==> src/rtl/core/sapb_pkg.sv <==
// shared types, register indexes and reset values for the pixel blend
package sapb_pkg;

    localparam int unsigned PIX_W   = 32;
    localparam int unsigned ALPHA_W = 8;
    localparam int unsigned KEY16_W = 16;
    localparam int unsigned KEY24_W = 24;
    localparam int unsigned CFG_IDX_W  = 2;
    localparam int unsigned CFG_DATA_W = 24;

    // register indexes on the configuration channel
    typedef enum logic [CFG_IDX_W-1:0] {
        REG_ALPHA     = 2'd0,
        REG_WIDE_MODE = 2'd1,
        REG_KEY_16    = 2'd2,
        REG_KEY_24    = 2'd3
    } t_reg_idx;

    typedef struct packed {
        logic [ALPHA_W-1:0] alpha;
        logic               wide_mode;
        logic [KEY16_W-1:0] key_16;
        logic [KEY24_W-1:0] key_24;
    } t_cfg;

    localparam logic [ALPHA_W-1:0] ALPHA_RST = 8'hFF;
    localparam logic               WIDE_RST  = 1'b1;
    localparam logic [KEY16_W-1:0] KEY16_RST = 16'hF81F;
    localparam logic [KEY24_W-1:0] KEY24_RST = 24'hFF00FF;

endpackage

==> src/rtl/core/sapb_blend.sv <==
// combinational blend of one source and one destination pixel
module sapb_blend (
    input  sapb_pkg::t_cfg                 i_cfg,
    input  logic [sapb_pkg::PIX_W-1:0]     i_src,
    input  logic [sapb_pkg::PIX_W-1:0]     i_dst,
    output logic [sapb_pkg::PIX_W-1:0]     o_pixel,
    output logic                           o_written
);
    import sapb_pkg::*;

    // rgb565 scale, 0..32
    logic [5:0]  a5;
    logic [8:0]  a_sum;
    logic [4:0]  s_ch [3];
    logic [4:0]  d_ch [3];
    logic [4:0]  sat_ch [3];
    logic [10:0] p16  [3];
    logic [5:0]  t16  [3];
    logic [15:0] p32  [4];
    logic [8:0]  t32  [4];
    logic [7:0]  b32  [4];
    logic [15:0] px16;
    logic [31:0] px32;
    logic        key_hit;

    assign a_sum = {1'b0, i_cfg.alpha} + 9'd7;
    assign a5    = a_sum[8:3];

    // channel order: blue, green (top 5 bits), red
    assign s_ch[0] = i_src[4:0];
    assign s_ch[1] = i_src[10:6];
    assign s_ch[2] = i_src[15:11];
    assign d_ch[0] = i_dst[4:0];
    assign d_ch[1] = i_dst[10:6];
    assign d_ch[2] = i_dst[15:11];

    always_comb begin
        for (int i = 0; i < 3; i++) begin
            p16[i]    = {6'd0, s_ch[i]} * {5'd0, a5};
            t16[i]    = p16[i][10:5] + {1'b0, d_ch[i]};
            sat_ch[i] = (t16[i] > 6'd31) ? 5'd31 : t16[i][4:0];
        end
        for (int j = 0; j < 4; j++) begin
            p32[j] = {8'd0, i_src[8*j +: 8]} * {8'd0, i_cfg.alpha};
            t32[j] = {1'b0, p32[j][15:8]} + {1'b0, i_dst[8*j +: 8]};
            b32[j] = t32[j][8] ? 8'hFF : t32[j][7:0];
        end
    end

    assign px16 = {sat_ch[2], sat_ch[1], 1'b0, sat_ch[0]};
    assign px32 = {b32[3], b32[2], b32[1], b32[0]};

    assign key_hit = i_cfg.wide_mode ? (i_src[23:0] == i_cfg.key_24)
                                     : (i_src[15:0] == i_cfg.key_16);

    always_comb begin
        if (i_cfg.wide_mode) begin
            o_pixel = key_hit ? i_dst : px32;
        end else begin
            o_pixel = {16'd0, key_hit ? i_dst[15:0] : px16};
        end
        o_written = ~key_hit;
    end

endmodule

==> src/rtl/core/saturating_additive_pixel_blend.sv <==
// top level: saturating additive pixel blend, rgb565 or 32-bit, with color key
//
//  channel   dir  handshake                     payload
//  s_axis    in   s_axis_tvalid/s_axis_tready   tdata: src_pixel[31:0], dst_pixel[63:32]
//  m_axis    out  m_axis_tvalid/m_axis_tready   tdata: out_pixel, tuser: written
//  cfg       in   i_cfg_valid/o_cfg_ready       i_cfg_index, i_cfg_data
//
//  data path: input register, then blend logic into the result register
//  one pixel per cycle unless m_axis stalls; four 8x8 byte multipliers set stage depth
//  a stalled m_axis holds the result while one more request waits in the input register
//  synchronous active-low reset clears the valid flags and loads the register defaults
//  config writes are always taken and should only come while the stream is idle
module saturating_additive_pixel_blend (
    input  logic                               i_clk,
    input  logic                               i_rst_n,
    // slave stream: [31:0] src_pixel, [63:32] dst_pixel
    input  logic                               s_axis_tvalid,
    output logic                               s_axis_tready,
    input  logic [2*sapb_pkg::PIX_W-1:0]       s_axis_tdata,
    // master stream: [31:0] out_pixel
    output logic                               m_axis_tvalid,
    input  logic                               m_axis_tready,
    output logic [sapb_pkg::PIX_W-1:0]         m_axis_tdata,
    // [0] written
    output logic [0:0]                         m_axis_tuser,
    // config write channel
    input  logic                               i_cfg_valid,
    output logic                               o_cfg_ready,
    input  logic [sapb_pkg::CFG_IDX_W-1:0]     i_cfg_index,
    input  logic [sapb_pkg::CFG_DATA_W-1:0]    i_cfg_data
);
    import sapb_pkg::*;

    // configuration registers
    t_cfg r_cfg;

    // input register stage
    logic             r_s1_valid;
    logic [PIX_W-1:0] r_s1_src;
    logic [PIX_W-1:0] r_s1_dst;

    // result register stage
    logic             r_out_valid;
    logic [PIX_W-1:0] r_out_pixel;
    logic             r_out_written;

    logic             n_out_valid;
    logic [PIX_W-1:0] n_out_pixel;
    logic             n_out_written;

    logic s1_advance;
    logic s_accept;

    assign o_cfg_ready = 1'b1;

    // write one config register per request, extra data bits ignored
    always_ff @(posedge i_clk) begin
        if (!i_rst_n) begin
            r_cfg.alpha     <= ALPHA_RST;
            r_cfg.wide_mode <= WIDE_RST;
            r_cfg.key_16    <= KEY16_RST;
            r_cfg.key_24    <= KEY24_RST;
        end else if (i_cfg_valid && o_cfg_ready) begin
            unique case (t_reg_idx'(i_cfg_index))
                REG_ALPHA:     r_cfg.alpha     <= i_cfg_data[ALPHA_W-1:0];
                REG_WIDE_MODE: r_cfg.wide_mode <= i_cfg_data[0];
                REG_KEY_16:    r_cfg.key_16    <= i_cfg_data[KEY16_W-1:0];
                REG_KEY_24:    r_cfg.key_24    <= i_cfg_data[KEY24_W-1:0];
                default: ;
            endcase
        end
    end

    // stage 1 moves forward when the result register is empty or being drained
    assign s1_advance    = r_s1_valid && (!r_out_valid || m_axis_tready);
    assign s_axis_tready = !r_s1_valid || s1_advance;
    assign s_accept      = s_axis_tvalid && s_axis_tready;

    always_ff @(posedge i_clk) begin
        if (!i_rst_n) begin
            r_s1_valid <= 1'b0;
        end else if (s_axis_tready) begin
            r_s1_valid <= s_axis_tvalid;
        end
    end

    always_ff @(posedge i_clk) begin
        if (s_accept) begin
            r_s1_src <= s_axis_tdata[PIX_W-1:0];
            r_s1_dst <= s_axis_tdata[2*PIX_W-1:PIX_W];
        end
    end

    // blend datapath between the two register stages
    sapb_blend u_blend (
        .i_cfg     (r_cfg),
        .i_src     (r_s1_src),
        .i_dst     (r_s1_dst),
        .o_pixel   (n_out_pixel),
        .o_written (n_out_written)
    );

    // result register keeps its contents while the sink stalls
    always_comb begin
        n_out_valid = r_out_valid;
        if (s1_advance) begin
            n_out_valid = 1'b1;
        end else if (m_axis_tready) begin
            n_out_valid = 1'b0;
        end
    end

    always_ff @(posedge i_clk) begin
        if (!i_rst_n) begin
            r_out_valid <= 1'b0;
        end else begin
            r_out_valid <= n_out_valid;
        end
    end

    always_ff @(posedge i_clk) begin
        if (s1_advance) begin
            r_out_pixel   <= n_out_pixel;
            r_out_written <= n_out_written;
        end
    end

    assign m_axis_tvalid   = r_out_valid;
    assign m_axis_tdata    = r_out_pixel;
    assign m_axis_tuser[0] = r_out_written;

    // an accepted request always lands in the input register
    a_accept_fills_s1: assert property (@(posedge i_clk) disable iff (!i_rst_n)
        s_accept |=> r_s1_valid)
        else $error("accepted request not held in input stage");

    // a request moving out of stage 1 shows up as a result
    a_advance_gives_out: assert property (@(posedge i_clk) disable iff (!i_rst_n)
        s1_advance |=> m_axis_tvalid)
        else $error("advanced request did not reach result register");

    // with both stages full and the sink stalled, nothing is dropped
    a_full_stall_holds: assert property (@(posedge i_clk) disable iff (!i_rst_n)
        (r_s1_valid && r_out_valid && !m_axis_tready) |=> (r_s1_valid && r_out_valid))
        else $error("request lost under stall");

endmodule
==> config.mk <==
export PLATFORM = sky130hd
export DESIGN_NAME = saturating_additive_pixel_blend
export DESIGN_NICKNAME = d
export VERILOG_FILES = /design/src/rtl/core/sapb_pkg.sv /design/src/rtl/core/sapb_blend.sv /design/src/rtl/core/saturating_additive_pixel_blend.sv
export SDC_FILE = /design/constraint.sdc
export NUM_CORES = 1
export LEC_CHECK = 0
export BUFFER_PORTS_ARGS = -buffer_cell sky130_fd_sc_hd__buf_2
export CORE_MARGIN = 5
export CORE_UTILIZATION = 45
export CTS_BUF_LIST = sky130_fd_sc_hd__clkbuf_4
export DETAILED_ROUTE_END_ITERATION = 10
export SYNTH_ARGS = -nofsm -noshare
export SYNTH_HDL_FRONTEND = slang
export SYNTH_SLANG_ARGS = --single-unit
export TNS_END_PERCENT = 50
==> constraint.sdc <==
create_clock -name i_clk -period 6.7 [get_ports i_clk]
set_clock_uncertainty 0.1 [all_clocks]
set_input_delay 1.675 -clock i_clk [delete_from_list [all_inputs] [get_ports i_clk]]
set_output_delay 1.675 -clock i_clk [all_outputs]
set_load 0.005 [all_outputs]
Yosys cells after proc, flatten, opt, wreduce, memory -nomap -nowiden
Cells that the tools add are included.

operators by class
  add/sub/neg operators = 8
  reductions and logical operators = 12
  multipliers = 7
  bitwise gates (word level) = 1
  mux-type cells = 13
  magnitude comparators = 3
  equality and inequality tests = 5

operators with widths
  cell                 number
  $mul 8x8->16         4
  $add 8x8->9          4
  $mul 5x6->11         3
  $mux 16              2
  $mux 32              1
  $mux 8               4
  $eq 24x24->1         1
  $add 6x5->6          3
  $gt 6x5->1 const B   3
  $eq 16x16->1         1
  $mux 5               3
  $add 8x3->9 const B  1
  $reduce_and 2->1     4
  $eq 2x2->1 const B   2
  $mux 1               3
  $eq 2x1->1 const B   1
  $logic_and 1x1->1    2
  $logic_not 1->1      2
  $logic_not 2->1      1
  $logic_or 1x1->1     2
  $reduce_bool 2->1    1
  $not 1->1            1

storage, ports and cells
  register bits after elaboration = 148
  logic and storage cells = 60

Longest topological paths before layout
  word-level depth = 7
  depth in mapped cells = 27

Modules after synthesis
A second synthesis with hierarchy kept.

second synthesis, totals
  cell total of the unflattened synthesis = 1881
  area total of the unflattened synthesis = 18013.5 sq um

modules (own cells, without submodules)
  module                           instances  area an instance (sq um)  cells each
  sapb_blend                       1          12990.0                   1570
  saturating_additive_pixel_blend  1          5023.6                    311

Worst setup path after synthesis
OpenSTA, ideal clock, no wires.

  kind = register to register
  from = register r_cfg[44] (netlist bit)
  to = register r_out_pixel[2] (netlist: m_axis_tdata[2]) (data pin)
  cell stages (with the launch flop) = 26
  data arrival time = 6.160 ns
  buffers on the path = 3
  slack = 0.176 ns
  cells stage by stage = dfxtp_1 clkbuf_1 o31a_1 buf_6 nand2_1 xor2_1 clkbuf_1 nand2b_1 fa_1 fa_1 fa_1 inv_1 ha_1 nand4_1 or4b_1 nand2_1 a21oi_1 o21ai_0 xor2_1 ha_1 a21o_1 o21a_1 o311ai_0 xnor2_1 o32ai_1 o21ai_1

between the ends
  cells in the longest elaborated chain, start to end = 7

RTL lines
  item                    RTL line                                RTL
  start: declaration      saturating_additive_pixel_blend.sv:35   t_cfg r_cfg;
  $add 8x3->9             sapb_blend.sv:26                        assign a_sum = {1'b0, i_cfg.alpha} + 9'd7;
  $mul 5x6->11            sapb_blend.sv:39                        p16[i] = {6'd0, s_ch[i]} * {5'd0, a5};
  $add 6x5->6             sapb_blend.sv:40                        t16[i] = p16[i][10:5] + {1'b0, d_ch[i]};
  $gt 6x5->1              sapb_blend.sv:41                        sat_ch[i] = (t16[i] > 6'd31) ? 5'd31 : t16[i][4:0];
  $mux 5                  sapb_blend.sv:41
  $mux 16                 sapb_blend.sv:60                        o_pixel = {16'd0, key_hit ? i_dst[15:0] : px16};
  $mux 16 (*)             sapb_blend.sv:57                        if (i_cfg.wide_mode) begin
  net n_out_pixel[2]      saturating_additive_pixel_blend.sv:48   logic [PIX_W-1:0] n_out_pixel;
  end signal: assignment  saturating_additive_pixel_blend.sv:123  r_out_pixel <= n_out_pixel;
  end: declaration        saturating_additive_pixel_blend.sv:44   logic [PIX_W-1:0] r_out_pixel;

Mark *: on every way through the listed nets, which the timed path passes. The rest lies on a longest branch.
A chain may end at the register's enable or synchronous reset.

Final worst setup path
  from = register r_cfg[41] (netlist bit)
  to = register r_out_pixel[13] (netlist: m_axis_tdata[13]) (data pin)

The elaborated chain is that of the path after synthesis.

==> results.ini <==
[route]
drc = 0
wl_um = 42380
wl_per_cell_um = 16.57
route.vias.total = 13236
vias_per_cell = 5.176
ant_nets = 0
firstDrtPassIters = 5
drtIter0Drc = 536

[floorplan]
num_rows = 72
initial_core_util_pct = 45.65
core-area_um2 = 38830
die_h_um = 208.5
ios = 131
die_w_um = 208.5
dieArea_um2 = 43450

[synth]
netlist_top_cells_count = inv_1, ha_1, and2_1, nand2_1, fa_1
synth_edf_count = 97
yosysSeqAreaShare_pct = 22.20
syn_avg_cell_area_um2 = 9.343
synth_area_leaders = fa_1, edfxtp_1, ha_1, and2_1, dfxtp_1
async_flop_share_pct = 0
synthXorXnorAreaFrac_pct = 5.683
synth_compound_area_share_pct = 8.472
synthAdderAreaFrac_pct = 36.71
synthFlopType = edfxtp_1
synth.most_common_cell = inv_1
yosys.area.top_type = fa_1
synth_top_area_share_pct = 20.33
synthMuxAreaShare_pct = 0.2965
syn-cell-area_um2 = 17720
synth_top_family_by_area = adder cells
syn_nets = 2404
yosys.area_share.simple_pct = 19.44
ys_seq_elements = 148
yosysUniqueCellTypes = 71
syn_inst = 1897
ys_warn_count = 0

[grt]
grt_overflow_total = 0
grt_pass1_wl_um = 69950
grt_max_degree = 65
grt_pass1_vias = 13563
grt.total_usage_pct = 19.90
antenna_found_initial = 2

[sta]
max_freq_mhz = 157.9
holdWs_ns = 0.3899
finalHoldViolCount = 0
worst_slack_ns = 0.3658
rsz0062_at_grt = no
setup_tns_ns = 0
maxSlewHeadroom_pct = 22.69
worst_pin_slew_ns = 1.157
finalSetupViolCount = 0
drv_slew = 0
fin_crit_sh_pct = 94.54
period_minus_slack_ns = 6.334

[cells_and_area]
drive_gt1_share_pct = 12.62
final_nets = 2531
final_cells = 2557
multi_input_area_um2 = 12600
fillers = 3624
ff_latch_area_um2 = 3936
syn2layout_area_growth_pct = 10.27
finish.utilization_pct = 50.34
fin_area_um2 = 19540

[critical_path]
start_kind = flop
path_max_fanout = 9
worstSetupPathType = reg -> reg
worstPathRequired_ns = 7.05
r2r_slack_ns = 0.37
end_kind = flop
cp_data_arrival_time_ns = 6.68

[place]
placed_cells = 2504
dp_worst_setup_slack_ns = 0.06659
dpl-instance-area_um2 = 19050
dp_hpwl_um = 32940
gp_congestion = 0.8364
numPortBuffers = 129

[clock_tree]
root_buffer = clkbuf_4
cts.sinks = 148
cts_tree = yes
cts_made_buffers = 17
clk_latency_ns = 0.71
clockBufferDepth = 2
clk_pin_slew_ns = 0.15
holdBufCountCts = 0
ctsHtreeMaxLevel = 4

[pwr]
p_leak_nw = 9.309
p_per_area_nw_per_um2 = 534.1
total_power_mw = 10.44
peakVddDrop_v = 0.0005138

[min_path]
hold_path_class = reg -> reg

[outcome]
status = complete, no violations

[run]
max_cap_viol_count = 0

## worst paths after layout
check                           depth (start not counted)               end       from
worst max-delay path                                   22  m_axis_tdata[13]  r_cfg[41]
worst min-delay path                                    2         r_cfg[23]  r_cfg[23]
worst max register to register                         22  m_axis_tdata[13]  r_cfg[41]
worst min register to register                          2         r_cfg[23]  r_cfg[23]
## power by group
group	switching (mW)	internal (mW)	leakage [nW]	total, mW
clock	0.414	0.164	0.149	0.579
combinational	4.52	3.87	7.82	8.39
sequential	0.0743	1.39	1.34	1.47
## flip-flops by register name, summed over array words and instances (netlist names)
name / flops
m_axis_tdata: 32
r_s1_dst: 32
r_s1_src: 32
r_cfg: 49
m_axis_tuser: 1
r_s1_valid: 1
m_axis_tvalid: 1
## repair_timing
item | in CTS | in global routing
gates resized for setup | 0 | 22
buffers inserted | 0 | 19
endpoints found under the setup margin | 0 | 26
## placed cells by master, fill, tap and decap left out, drive strengths merged, types with 44 or more instances in the layout
master / count
xnor2: 65
a21oi: 47
dfxtp: 51
and2: 225
fa: 180
o21ai: 44
nand2: 190
xor2: 50
inv: 260
buf: 192
nand3: 47
nor2: 58
nor2b: 47
ha: 232
edfxtp: 97
## per-layer routing
layer,part of all wire (%),up-vias,global-route usage (%)
li1,-,6452,-
met1,48,6477,28.27
met2,46,270,31.68
met3,5.0,37,3.585
met4,1.3,0,4.915
met5,0,-,0
## area by class of cell
class,instances,area share (%)
clock buffer,17,0.6530
inverter,250,4.802
tap,518,3.316
multi-input combinational,1415,64.48
antenna,2,0.02561
timing repair buffer,192,5.871
sequential,148,20.14
clock inverter,15,0.7106
## cells by family (layout without fill, tap and decap cells)
kind of cell / count (synthesis) / after routing
AOI/OAI and AO/OA: 220 / 220
xor gates and xnor gates: 115 / 115
adders and majority gates: 412 / 412
buffers and inverters: 334 / 474
DFF: 148 / 148
muxes: 5 / 5
other: 1 / 3
and+or+nand+nor: 662 / 662
## worst max-delay path, stage by stage, from the launching register on
cell,delay (ns)
dfxtp_1,0.35
o31a_2,0.45
nand2_1,0.11
xor2_1,0.20
buf_4,0.18
nand2b_1,0.14
fa_1,0.42
fa_1,0.49
inv_1,0.05
fa_1,0.43
ha_1,0.32
and3_1,0.23
a2111oi_4,0.30
nand2b_1,0.17
o21ai_1,0.09
a21oi_1,0.20
xnor2_1,0.09
ha_1,0.34
or4b_2,0.60
o2111ai_1,0.17
xor2_2,0.25
a32oi_1,0.14
mux2_2,0.28
(Power assumes the default switching activity.)
